--- config.mk ---
export PLATFORM = sky130hd
export DESIGN_NAME = four_voice_oscillator_mixer_top
export DESIGN_NICKNAME = d
export VERILOG_FILES = /design/src/rtl/core/fvom_pkg.sv /design/src/rtl/core/fvom_voice.sv /design/src/rtl/core/four_voice_oscillator_mixer_top.sv
export SDC_FILE = /design/constraint.sdc
export NUM_CORES = 1
export LEC_CHECK = 0
export BUFFER_PORTS_ARGS = -buffer_cell sky130_fd_sc_hd__buf_2
export CORE_MARGIN = 4
export CORE_UTILIZATION = 45
export DETAILED_ROUTE_END_ITERATION = 6
export PLACE_DENSITY = 0.67
export SYNTH_ARGS = -nofsm -noshare
export SYNTH_HDL_FRONTEND = slang
export SYNTH_SLANG_ARGS = --single-unit
--- constraint.sdc ---
create_clock -name i_clk -period 11.9 [get_ports i_clk]
set_input_delay 0.595 -clock i_clk [delete_from_list [all_inputs] [get_ports i_clk]]
set_output_delay 0.595 -clock i_clk [all_outputs]
set_load 0.02 [all_outputs]
--- src/rtl/core/fvom_pkg.sv ---
package fvom_pkg;

    // input beat commands
    localparam logic CMD_WRITE = 1'b0;
    localparam logic CMD_TICK  = 1'b1;

    // voice register select
    localparam logic [1:0] REG_FREQ   = 2'd0;
    localparam logic [1:0] REG_DUTY   = 2'd1;
    localparam logic [1:0] REG_VOLUME = 2'd2;
    localparam logic [1:0] REG_WAVE   = 2'd3;

    // waveform codes, anything else is silent
    localparam logic [2:0] WAVE_TRI   = 3'd0;
    localparam logic [2:0] WAVE_SAW   = 3'd1;
    localparam logic [2:0] WAVE_PULSE = 3'd2;
    localparam logic [2:0] WAVE_NOISE = 3'd3;

    // 6-bit signed level times 8-bit unsigned volume
    localparam int PROD_W = 15;

    localparam logic [31:0] LFSR_SEED = 32'd1;

    typedef struct packed {
        logic [15:0] duty;
        logic [7:0]  volume;
        logic [2:0]  wave;
    } t_voice_cfg;

endpackage

--- src/rtl/core/fvom_voice.sv ---
module fvom_voice (
    input  logic [15:0]                       i_phase,
    input  fvom_pkg::t_voice_cfg              i_cfg,
    input  logic [5:0]                        i_noise,
    output logic signed [fvom_pkg::PROD_W-1:0] o_level
);

    logic [5:0] w_raw;

    // 6-bit results wrap into two's complement in [-32,31]
    always_comb begin
        case (i_cfg.wave)
            fvom_pkg::WAVE_TRI: begin
                if (!i_phase[15]) begin
                    w_raw = i_phase[14:9] - 6'd32;
                end else begin
                    w_raw = 6'd31 - i_phase[14:9];
                end
            end
            fvom_pkg::WAVE_SAW: begin
                w_raw = i_phase[15:10] - 6'd32;
            end
            fvom_pkg::WAVE_PULSE: begin
                w_raw = (i_phase > i_cfg.duty) ? 6'h20 : 6'd31;
            end
            fvom_pkg::WAVE_NOISE: begin
                w_raw = i_noise - 6'd32;
            end
            default: begin
                w_raw = 6'd0;
            end
        endcase
    end

    assign o_level = fvom_pkg::PROD_W'($signed(w_raw))
                   * fvom_pkg::PROD_W'($signed({1'b0, i_cfg.volume}));

endmodule

--- src/rtl/core/four_voice_oscillator_mixer_top.sv ---
// four-voice oscillator mixer
//
// input channel (i_valid / o_stall): each beat is either a voice register
// write (i_command low: i_voice, i_reg_select, i_value) or a sample tick
// (i_command high). writes give no output beat; every tick gives one
// o_sample beat on the output channel (o_valid / i_stall).
// an accepted beat is held in the input register and worked on from there; a
// tick's sample is then written to the output register, which drives o_valid.
// one beat is taken per cycle while o_stall is low, with the voices computed
// side by side in one pass between the input and output registers.
// while the receiver stalls, the held sample stays put and only a tick that
// is waiting behind it raises o_stall; writes keep flowing.
// reset clears all phases, steps, duties, volumes and waveform codes to zero,
// seeds the noise register with one and empties both registers.
// voice numbers at or above NUM_VOICES are ignored on write.
module four_voice_oscillator_mixer_top #(
    parameter int NUM_VOICES = 4
) (
    input  logic        i_clk,
    input  logic        i_rst_n,
    input  logic        i_valid,
    output logic        o_stall,
    input  logic        i_command,
    input  logic [1:0]  i_voice,
    input  logic [1:0]  i_reg_select,
    input  logic [15:0] i_value,
    output logic        o_valid,
    input  logic        i_stall,
    output logic [7:0]  o_sample
);

    localparam int SUM_W = fvom_pkg::PROD_W + 1 + $clog2(NUM_VOICES);

    logic        r_in_valid;
    logic        r_in_command;
    logic [1:0]  r_in_voice;
    logic [1:0]  r_in_reg_select;
    logic [15:0] r_in_value;

    logic [15:0]          r_phase [NUM_VOICES];
    logic [15:0]          r_freq  [NUM_VOICES];
    fvom_pkg::t_voice_cfg r_cfg   [NUM_VOICES];
    logic [31:0]          r_lfsr;
    logic [31:0]          n_lfsr;

    logic       r_out_valid;
    logic [7:0] r_out_sample;
    logic [7:0] n_out_sample;

    logic w_blocked;
    logic w_fire;
    logic w_tick;
    logic w_write;

    logic signed [fvom_pkg::PROD_W-1:0] w_prod [NUM_VOICES];
    logic signed [SUM_W-1:0]            w_sum;
    logic signed [SUM_W-1:0]            w_level;

    // a tick can only move on if the output register is free or draining
    assign w_blocked = r_in_valid && (r_in_command == fvom_pkg::CMD_TICK)
                       && r_out_valid && i_stall;
    assign w_fire    = r_in_valid && !w_blocked;
    assign w_tick    = w_fire && (r_in_command == fvom_pkg::CMD_TICK);
    assign w_write   = w_fire && (r_in_command == fvom_pkg::CMD_WRITE);
    assign o_stall   = w_blocked;

    always_ff @(posedge i_clk) begin
        if (!i_rst_n) begin
            r_in_valid <= 1'b0;
        end else if (!o_stall) begin
            r_in_valid <= i_valid;
        end
    end

    always_ff @(posedge i_clk) begin
        if (!o_stall) begin
            r_in_command    <= i_command;
            r_in_voice      <= i_voice;
            r_in_reg_select <= i_reg_select;
            r_in_value      <= i_value;
        end
    end

    // shift first, noise voices see the new low bits
    assign n_lfsr = {r_lfsr[30:0], r_lfsr[31] ^ r_lfsr[24] ^ r_lfsr[9] ^ r_lfsr[6]};

    always_ff @(posedge i_clk) begin
        if (!i_rst_n) begin
            r_lfsr <= fvom_pkg::LFSR_SEED;
        end else if (w_tick) begin
            r_lfsr <= n_lfsr;
        end
    end

    for (genvar v = 0; v < NUM_VOICES; v++) begin : g_voice
        always_ff @(posedge i_clk) begin
            if (!i_rst_n) begin
                r_phase[v] <= '0;
                r_freq[v]  <= '0;
                r_cfg[v]   <= '0;
            end else begin
                if (w_tick) begin
                    r_phase[v] <= r_phase[v] + r_freq[v];
                end
                if (w_write && ({30'd0, r_in_voice} == 32'(v))) begin
                    case (r_in_reg_select)
                        fvom_pkg::REG_FREQ:   r_freq[v]        <= r_in_value;
                        fvom_pkg::REG_DUTY:   r_cfg[v].duty    <= r_in_value;
                        fvom_pkg::REG_VOLUME: r_cfg[v].volume  <= r_in_value[7:0];
                        default:              r_cfg[v].wave    <= r_in_value[2:0];
                    endcase
                end
            end
        end

        fvom_voice u_voice (
            .i_phase (r_phase[v]),
            .i_cfg   (r_cfg[v]),
            .i_noise (n_lfsr[5:0]),
            .o_level (w_prod[v])
        );
    end

    always_comb begin
        w_sum = '0;
        for (int v = 0; v < NUM_VOICES; v++) begin
            w_sum = w_sum + SUM_W'(w_prod[v]);
        end
    end

    // floor divide by 256 and recentre, clamped to a byte
    assign w_level = (w_sum >>> 8) + SUM_W'(128);

    always_comb begin
        if (w_level < SUM_W'(0)) begin
            n_out_sample = 8'd0;
        end else if (w_level > SUM_W'(255)) begin
            n_out_sample = 8'hFF;
        end else begin
            n_out_sample = w_level[7:0];
        end
    end

    always_ff @(posedge i_clk) begin
        if (!i_rst_n) begin
            r_out_valid <= 1'b0;
        end else if (w_tick) begin
            r_out_valid <= 1'b1;
        end else if (!i_stall) begin
            r_out_valid <= 1'b0;
        end
    end

    always_ff @(posedge i_clk) begin
        if (w_tick) begin
            r_out_sample <= n_out_sample;
        end
    end

    assign o_valid  = r_out_valid;
    assign o_sample = r_out_sample;

`ifndef SYNTHESIS
    a_tick_gives_beat: assert property (@(posedge i_clk) disable iff (!i_rst_n)
        w_tick |=> o_valid)
        else $error("processed tick did not produce an output beat");

    a_lfsr_nonzero: assert property (@(posedge i_clk) disable iff (!i_rst_n)
        r_lfsr != 32'd0)
        else $error("noise register reached zero");

    a_stall_cause: assert property (@(posedge i_clk) disable iff (!i_rst_n)
        o_stall |-> (r_in_valid && (r_in_command == fvom_pkg::CMD_TICK) && r_out_valid))
        else $error("input stalled without a tick waiting on a full output");

    a_write_no_beat: assert property (@(posedge i_clk) disable iff (!i_rst_n)
        (w_write && !o_valid) |=> !o_valid)
        else $error("register write produced an output beat");
`endif

endmodule
==> impl_metrics.yaml, run 1 <==
worst_setup_path:
  required_ns: 12.17
  crit_start: "r_phase[0][15]$_SDFFCE_PN0P_"
  cpMostUsedCell: "fa_1"
  critPathCaptureType: "register"
  critical-path-max-stage-delay_ns: 0.64
  crit_family: "adder cells"
  startpoint_type: "register"
  path_max_fanout: 10
  worstSetupPathType: "reg2reg"
  critPathSlowestCell: "a21oi_1"
  worstReg2RegStart: "r_phase[0][15]$_SDFFCE_PN0P_"
  path_buf_inv: 5
  crit_arrival_ns: 10.70
clocking:
  postCtsSetupBuffers: 0
  cts_resized: 0
  cts_tree: "built"
  clk_pin_slew_ns: 0.05
  htree_levels: 2
  cts_inserted_buffers: 37
  clock_sinks: 299
  cts_root_buf: "clkbuf_16"
  clockBufferDepth: 3
  cts_hold_buffers: 0
  clk_latency_ns: 0.56
placed_design:
  place_hpwl_mm: 45.5
  port_buffers: 34
  place_area_sq_um: 25000
  gp_congestion: 0.911
synthesis:
  synth_area_sq_um: 24100
  synth-simple-area-share_pct: 16.1
  yosysSeqAreaShare_pct: 35.8
  synth_top_family_by_area: "adder cells"
  yosys_warnings: 0
  synth_nets: 2819
  synth-seq-cells: 299
  synth-compound-area-share_pct: 11.3
  avgSynthCellArea_sq_um: 10.0
  yosys.area_share.adder_pct: 25.9
  netlist_instances: 2401
  synth_edf_count: 265
  synth_area_leaders: "edfxtp_1 (33%), fa_1 (15%), ha_1 (11%)"
  synth_xor_area_share_pct: 3.30
  synthArstFlopShare_pct: 0
  synth_top_flop_cell: "edfxtp_1"
  yosysUniqueCellTypes: 75
  yosys.area.top_type_share_pct: 33.0
  synthMuxAreaShare_pct: 0.804
  synth.largest_area_cell: "edfxtp_1"
route:
  wirelength_mm: 61.4
  first_iter_violations: 1368
  avgViaCountPerCell: 5.45
  dr_total_vias: 17000
  ant_nets: 0
  drc: 0
  dr.pass1.iters: 5
  wl_per_cell_um: 19.7
sta:
  rsz0062_at_grt: "false"
  fin_setup_tns_ns: 0
  fin_crit_sh_pct: 87.6
  setup_viol: 0
  period_minus_slack_ns: 10.42
  fmax_mhz: 95.9
  clock_skew_ns: 0.0284
  final_hold_viol_count: 0
  slew_headroom_pct: 18.6
  slew_viol_final: 0
  tightest_slew_ns: 1.22
floorplan:
  ioPinCount: 35
  fp.coreArea_sq_um: 52900
  initial_core_util_pct: 45.6
  fp.dieW_um: 240
  rows: 84
  die_y_um: 240
  die-area_sq_um: 57400
power_and_ir_drop:
  p_sw_uw: 2180
  p_comb_share_pct: 53.9
  sw_frac_of_total_pct: 41.4
  p_leak_uw: 0.0115
  powerDensity_nw_per_um2: 201
  peakVddDrop_mv: 0.372
  p_int_uw: 3080
  clkPwrFrac_pct: 21.1
  p_seq_share_pct: 25.0
global_route:
  grt_antenna_before_repair: 1
  grt_pass1_vias: 17500
  grt_overflow_total: 0
  grt_pass1_wl_mm: 98.1
  grt_max_degree: 65
  grt.total_usage_pct: 21.8
final_layout:
  diodes: 0
  syn2layout_area_growth_pct: 8.49
  fin_area_sq_um: 26200
  drive_gt1_share_pct: 7.07
  fin_nets: 2825
  n_fill_cell: 4767
hold_path:
  min_path_type: "in2reg"
  worstHoldStart: "i_value[0]"
run_status:
  status: "finished clean"
job:
  drv_cap: 0
## worst paths after layout
kind / endpoint / slack (ns) / cells past startpoint
max: o_sample[0]$_SDFFCE_PN0P_ / 1.48 / 34
max reg2reg: o_sample[0]$_SDFFCE_PN0P_ / 1.48 / 34
min: r_in_value[0]$_DFFE_PN_ / 0.21 / 1
min reg2reg: r_lfsr[20]$_SDFFE_PN0P_ / 0.46 / 2
## stage by stage
step | total power (uW) | setup WS [ns] | util, % | cells | hold WS, ns
floorplan | 3540 | 2.69 | - | 2401 | 0.441
global placement | 4050 | 1.70 | 47.3 | 3056 | 0.447
detailed placement | 4150 | 1.43 | 47.3 | 3056 | 0.457
CTS | 5290 | 1.44 | 49.5 | 3122 | 0.183
global route | 5780 | 0.802 | 49.5 | 3122 | 0.191
finish | 5260 | 1.48 | 49.5 | 3122 | 0.210
## registers in the layout, indices dropped and copies added (netlist names)
| name | cells |
|---|---|
| r_in_valid | 1 |
| o_sample | 8 |
| r_in_voice | 2 |
| r_freq | 64 |
| r_in_reg_select | 2 |
| r_in_command | 1 |
| r_cfg | 108 |
| o_valid | 1 |
| r_phase | 64 |
| r_in_value | 16 |
| r_lfsr | 32 |
## layout by cell type (no fill, tap or decap), types with 46 or more instances in the layout
cell        n
nor2b_1    48
fa_1      178
nor2_1    152
ha_1      215
inv_1     346
and2_1    182
nand2_1   165
edfxtp_1  265
nand2b_1   46
a21oi_1    84
nand3_1    63
o21ai_0    85
xor2_1     49
## power groups by stage
stage                     sequential, uW  combinational [uW]  clock [uW]
after floorplan                     1320                2220           0
after global placement              1340                2720           0
after detailed placement            1340                2820           0
after CTS                           1320                2840        1140
after global routing                1320                3270        1180
final                               1320                2840        1110
## cell usage after synthesis, drive strengths merged, types with 7 or more instances
library cell	count
nand2b	46
clkbuf	72
mux2	9
nor3	31
a21oi	85
and3	13
nor2b	48
fa	178
xor2	50
a31o	25
o31ai	8
a31oi	27
nand4	10
o211ai	8
or3	16
edfxtp	265
inv	347
buf	15
a21o	39
o32ai	10
or2	14
a211oi	12
a21boi	35
ha	215
o21ai	97
nand2	167
and2	182
o21a	18
xnor2	40
mux2i	7
o21bai	7
dfxtp	34
nand3	63
nor2	153
## area by class of cell
type | instances | area (sq um) | share of cell area, %
tap | 688 | 861 | 3.29
sequential | 299 | 8640 | 33.0
multi-input combinational | 1668 | 13900 | 53.0
clock inverter | 13 | 150 | 0.574
timing repair buffer | 54 | 320 | 1.22
inverter | 347 | 1300 | 4.98
clock buffer | 53 | 1040 | 3.96
## layer usage
| metal | wire [um] | vias up | track usage [%] |
|---|---|---|---|
| met3 | 3340 | 105 | 2.60 |
| met2 | 28600 | 488 | 35.7 |
| li1 | - | 8106 | - |
| met5 | 0 | - | 0 |
| met4 | 2130 | 0 | 7.56 |
| met1 | 27400 | 8321 | 30.4 |
## logic make-up (layout without fill, tap and decap cells)
family,after synthesis,in the layout
and+or+nand+nor,762,762
buffers and inverters,434,467
AOI/OAI and AO/OA,406,406
adders and majority gates,393,393
DFF,299,299
xor gates and xnor gates,90,90
muxes,17,17
Power figures use the tool's default switching activity.
==> run 2: changes to the inputs <==
CORE_UTILIZATION = 41   (was 45)
PLACE_DENSITY = 0.63   (was 0.67)
SYNTH_HIERARCHICAL = 1   (was default)
==> impl_metrics.yaml, run 2 <==
floorplan:
  rows: 90
  die-area_sq_um: 65000
  fp.coreArea_sq_um: 60400
  ioPinCount: 35
  initial_core_util_pct: 41.4
  fp.dieW_um: 255
  die_y_um: 255
hold_path:
  worstHoldStart: "i_value[6]"
  min_path_type: "in2reg"
  min_to: "r_in_value[6]$_DFFE_PN_"
  holdPathStages: 1
worst_setup_path:
  worstRegToRegCells: 37
  critPathCaptureType: "register"
  worstReg2RegStart: "r_phase[1][15]$_SDFFCE_PN0P_"
  r2r_slack_ns: 1.56
  critical-path-max-stage-delay_ns: 0.70
  crit_arrival_ns: 10.74
  required_ns: 12.30
  critPathSlowestCell: "or4_1"
  crit_start: "r_phase[1][15]$_SDFFCE_PN0P_"
  path_max_fanout: 10
  startpoint_type: "register"
  worstReg2RegEnd: "o_sample[7]$_SDFFCE_PN0P_"
  cpMostUsedCell: "inv_1"
  worstSetupPathType: "reg2reg"
sta:
  period_minus_slack_ns: 10.34
  clock_skew_ns: 0.0288
  fin_setup_tns_ns: 0
  tightest_slew_ns: 1.14
  fmax_mhz: 96.7
  final_hold_viol_count: 0
  slew_headroom_pct: 23.1
  rsz0062_at_grt: "false"
  fin_crit_sh_pct: 86.9
  slew_viol_final: 0
  setup_viol: 0
power_and_ir_drop:
  finalPower_uw: 4110
  p_leak_uw: 0.0120
  powerDensity_nw_per_um2: 151
  peakVddDrop_mv: 0.187
synthesis:
  synth_edf_count: 265
  synth_area_leaders: "edfxtp_1 (32%), ha_1 (14%), fa_1 (11%)"
  synthArstFlopShare_pct: 0
  synth_most_common_cell: "inv_1"
  synth_top_flop_cell: "edfxtp_1"
  synth_area_sq_um: 25000
  synth_commonest_cells: "inv_1 (287), ha_1 (281), edfxtp_1 (265)"
  avgSynthCellArea_sq_um: 9.85
  synth-seq-cells: 299
  yosys_warnings: 6
  synth_nets: 2978
  synth.largest_area_cell: "edfxtp_1"
  yosysSeqAreaShare_pct: 34.5
  netlist_instances: 2538
  yosysUniqueCellTypes: 81
  yosys.area.top_type_share_pct: 31.8
placed_design:
  port_buffers: 34
  dp.cells: 3301
  place_hpwl_mm: 44.3
  gp_congestion: 0.866
final_layout:
  largest_register_ffs: 108
  final_cell_mix: "inv_1 (286), ha_1 (281), edfxtp_1 (265), nor2_1 (255), nand2_1 (223)"
  regArea_sq_um: 8640
  syn2layout_area_growth_pct: 8.70
  fin_nets: 2998
  instances_no_fill: 3372
  top_register: "r_cfg"
  mostFrequentLayoutCell: "inv_1"
  drive_gt1_share_pct: 7.65
  n_fill_cell: 5708
  largestRegisters: "r_cfg: 108 flops, r_freq: 64 flops, r_phase: 64 flops"
  multi_input_area_sq_um: 15000
run_status:
  status: "finished clean"
global_route:
  met3_usage_pct: 2.90
  use_met2_pct: 30.6
  grt.total_usage_pct: 18.2
  grt_use_met1_pct: 24.5
  grt_pass1_vias: 18000
  grt_max_degree: 65
  grt_pass1_wl_mm: 94.9
  grt_overflow_total: 0
  grt_busiest_layer: "met2"
  grt_antenna_before_repair: 3
job:
  drv_cap: 0
clocking:
  cts_resized: 0
  cts_tree: "built"
  htree_levels: 2
  cts_root_buf: "clkbuf_16"
  cts_inserted_buffers: 37
  clock_sinks: 299
  clk_pin_slew_ns: 0.06
  cts_hold_buffers: 0
  clk_latency_ns: 0.57
  postCtsSetupBuffers: 0
  clockBufferDepth: 3
route:
  ant_nets: 0
  dr.pass1.iters: 5
  first_iter_violations: 1224
  wirelength_mm: 59.1
  drc: 0
  dr_total_vias: 18000
  wl_per_cell_um: 17.5
  avgViaCountPerCell: 5.32
run 2: worst max-delay path: cells and delay by family, from the launching register on:
kind / cells / cell delay (ns)
AND/OR/NAND/NOR: 9 / 2.42
XOR/XNOR: 2 / 0.29
AO/OA/AOI/OAI: 9 / 2.17
adder cells (fa/ha/maj): 10 / 4.28
buffers and inverters: 7 / 0.41
flip-flops: 1 / 0.58
run 2: layout make-up:
type	instances	area share (%)
Clock buffer	45	3.55
Inverter	287	3.96
Antenna cell	3	0.0276
Clock inverter	23	0.778
Tap cell	782	3.60
Timing Repair Buffer	47	0.985
Sequential cell	299	31.8
Multi-Input combinational cell	1886	55.3
run 2: cells by family (layout without fill, tap and decap cells):
logic type	Yosys count	after routing	share of synthesized area (%)
other cells	0	3	0
xor+xnor	114	114	3.99
buf+inv	353	402	5.38
mux	26	26	1.14
fa+ha+maj	415	415	24.8
compound gates	388	388	11.3
flops	299	299	34.5
simple gates	943	943	18.8
run 2: per-layer routing:
layer	wire (um)	up-vias
met1	26700	8611
met2	27600	424
li1	-	8814
met4	1660	0
met3	3130	105
met5	0	-
run 2: worst max path at each step:
stage | cells after the start | slack, ns | end
2_1_floorplan | 39 | 2.59 | o_sample[7]$_SDFFCE_PN0P_
3_3_place_gp | 37 | 1.93 | o_sample[7]$_SDFFCE_PN0P_
3_5_place_dp | 37 | 1.65 | o_sample[7]$_SDFFCE_PN0P_
4_1_cts | 37 | 1.61 | o_sample[7]$_SDFFCE_PN0P_
5_1_grt | 37 | 0.98 | o_sample[7]$_SDFFCE_PN0P_
6_report | 37 | 1.56 | o_sample[7]$_SDFFCE_PN0P_
run 2: report_power, final:
| part | internal (uW) | switching [uW] |
|---|---|---|
| combinational | 733 | 1000 |
| sequential | 1220 | 58.6 |
| clock | 616 | 477 |
| total | 2570 | 1530 |
run 2: stage by stage:
stage | hold slack [ns] | utilization [%] | setup slack [ns] | instance area (sq um)
after floorplan | 0.441 | - | 2.59 | 25000
after global placement | 0.447 | 43.1 | 1.93 | 26000
after detailed placement | 0.456 | 43.1 | 1.65 | 26000
after CTS | 0.180 | 45.0 | 1.61 | 27200
after global routing | 0.181 | 45.0 | 0.982 | 27200
final | 0.210 | 45.0 | 1.56 | 27200
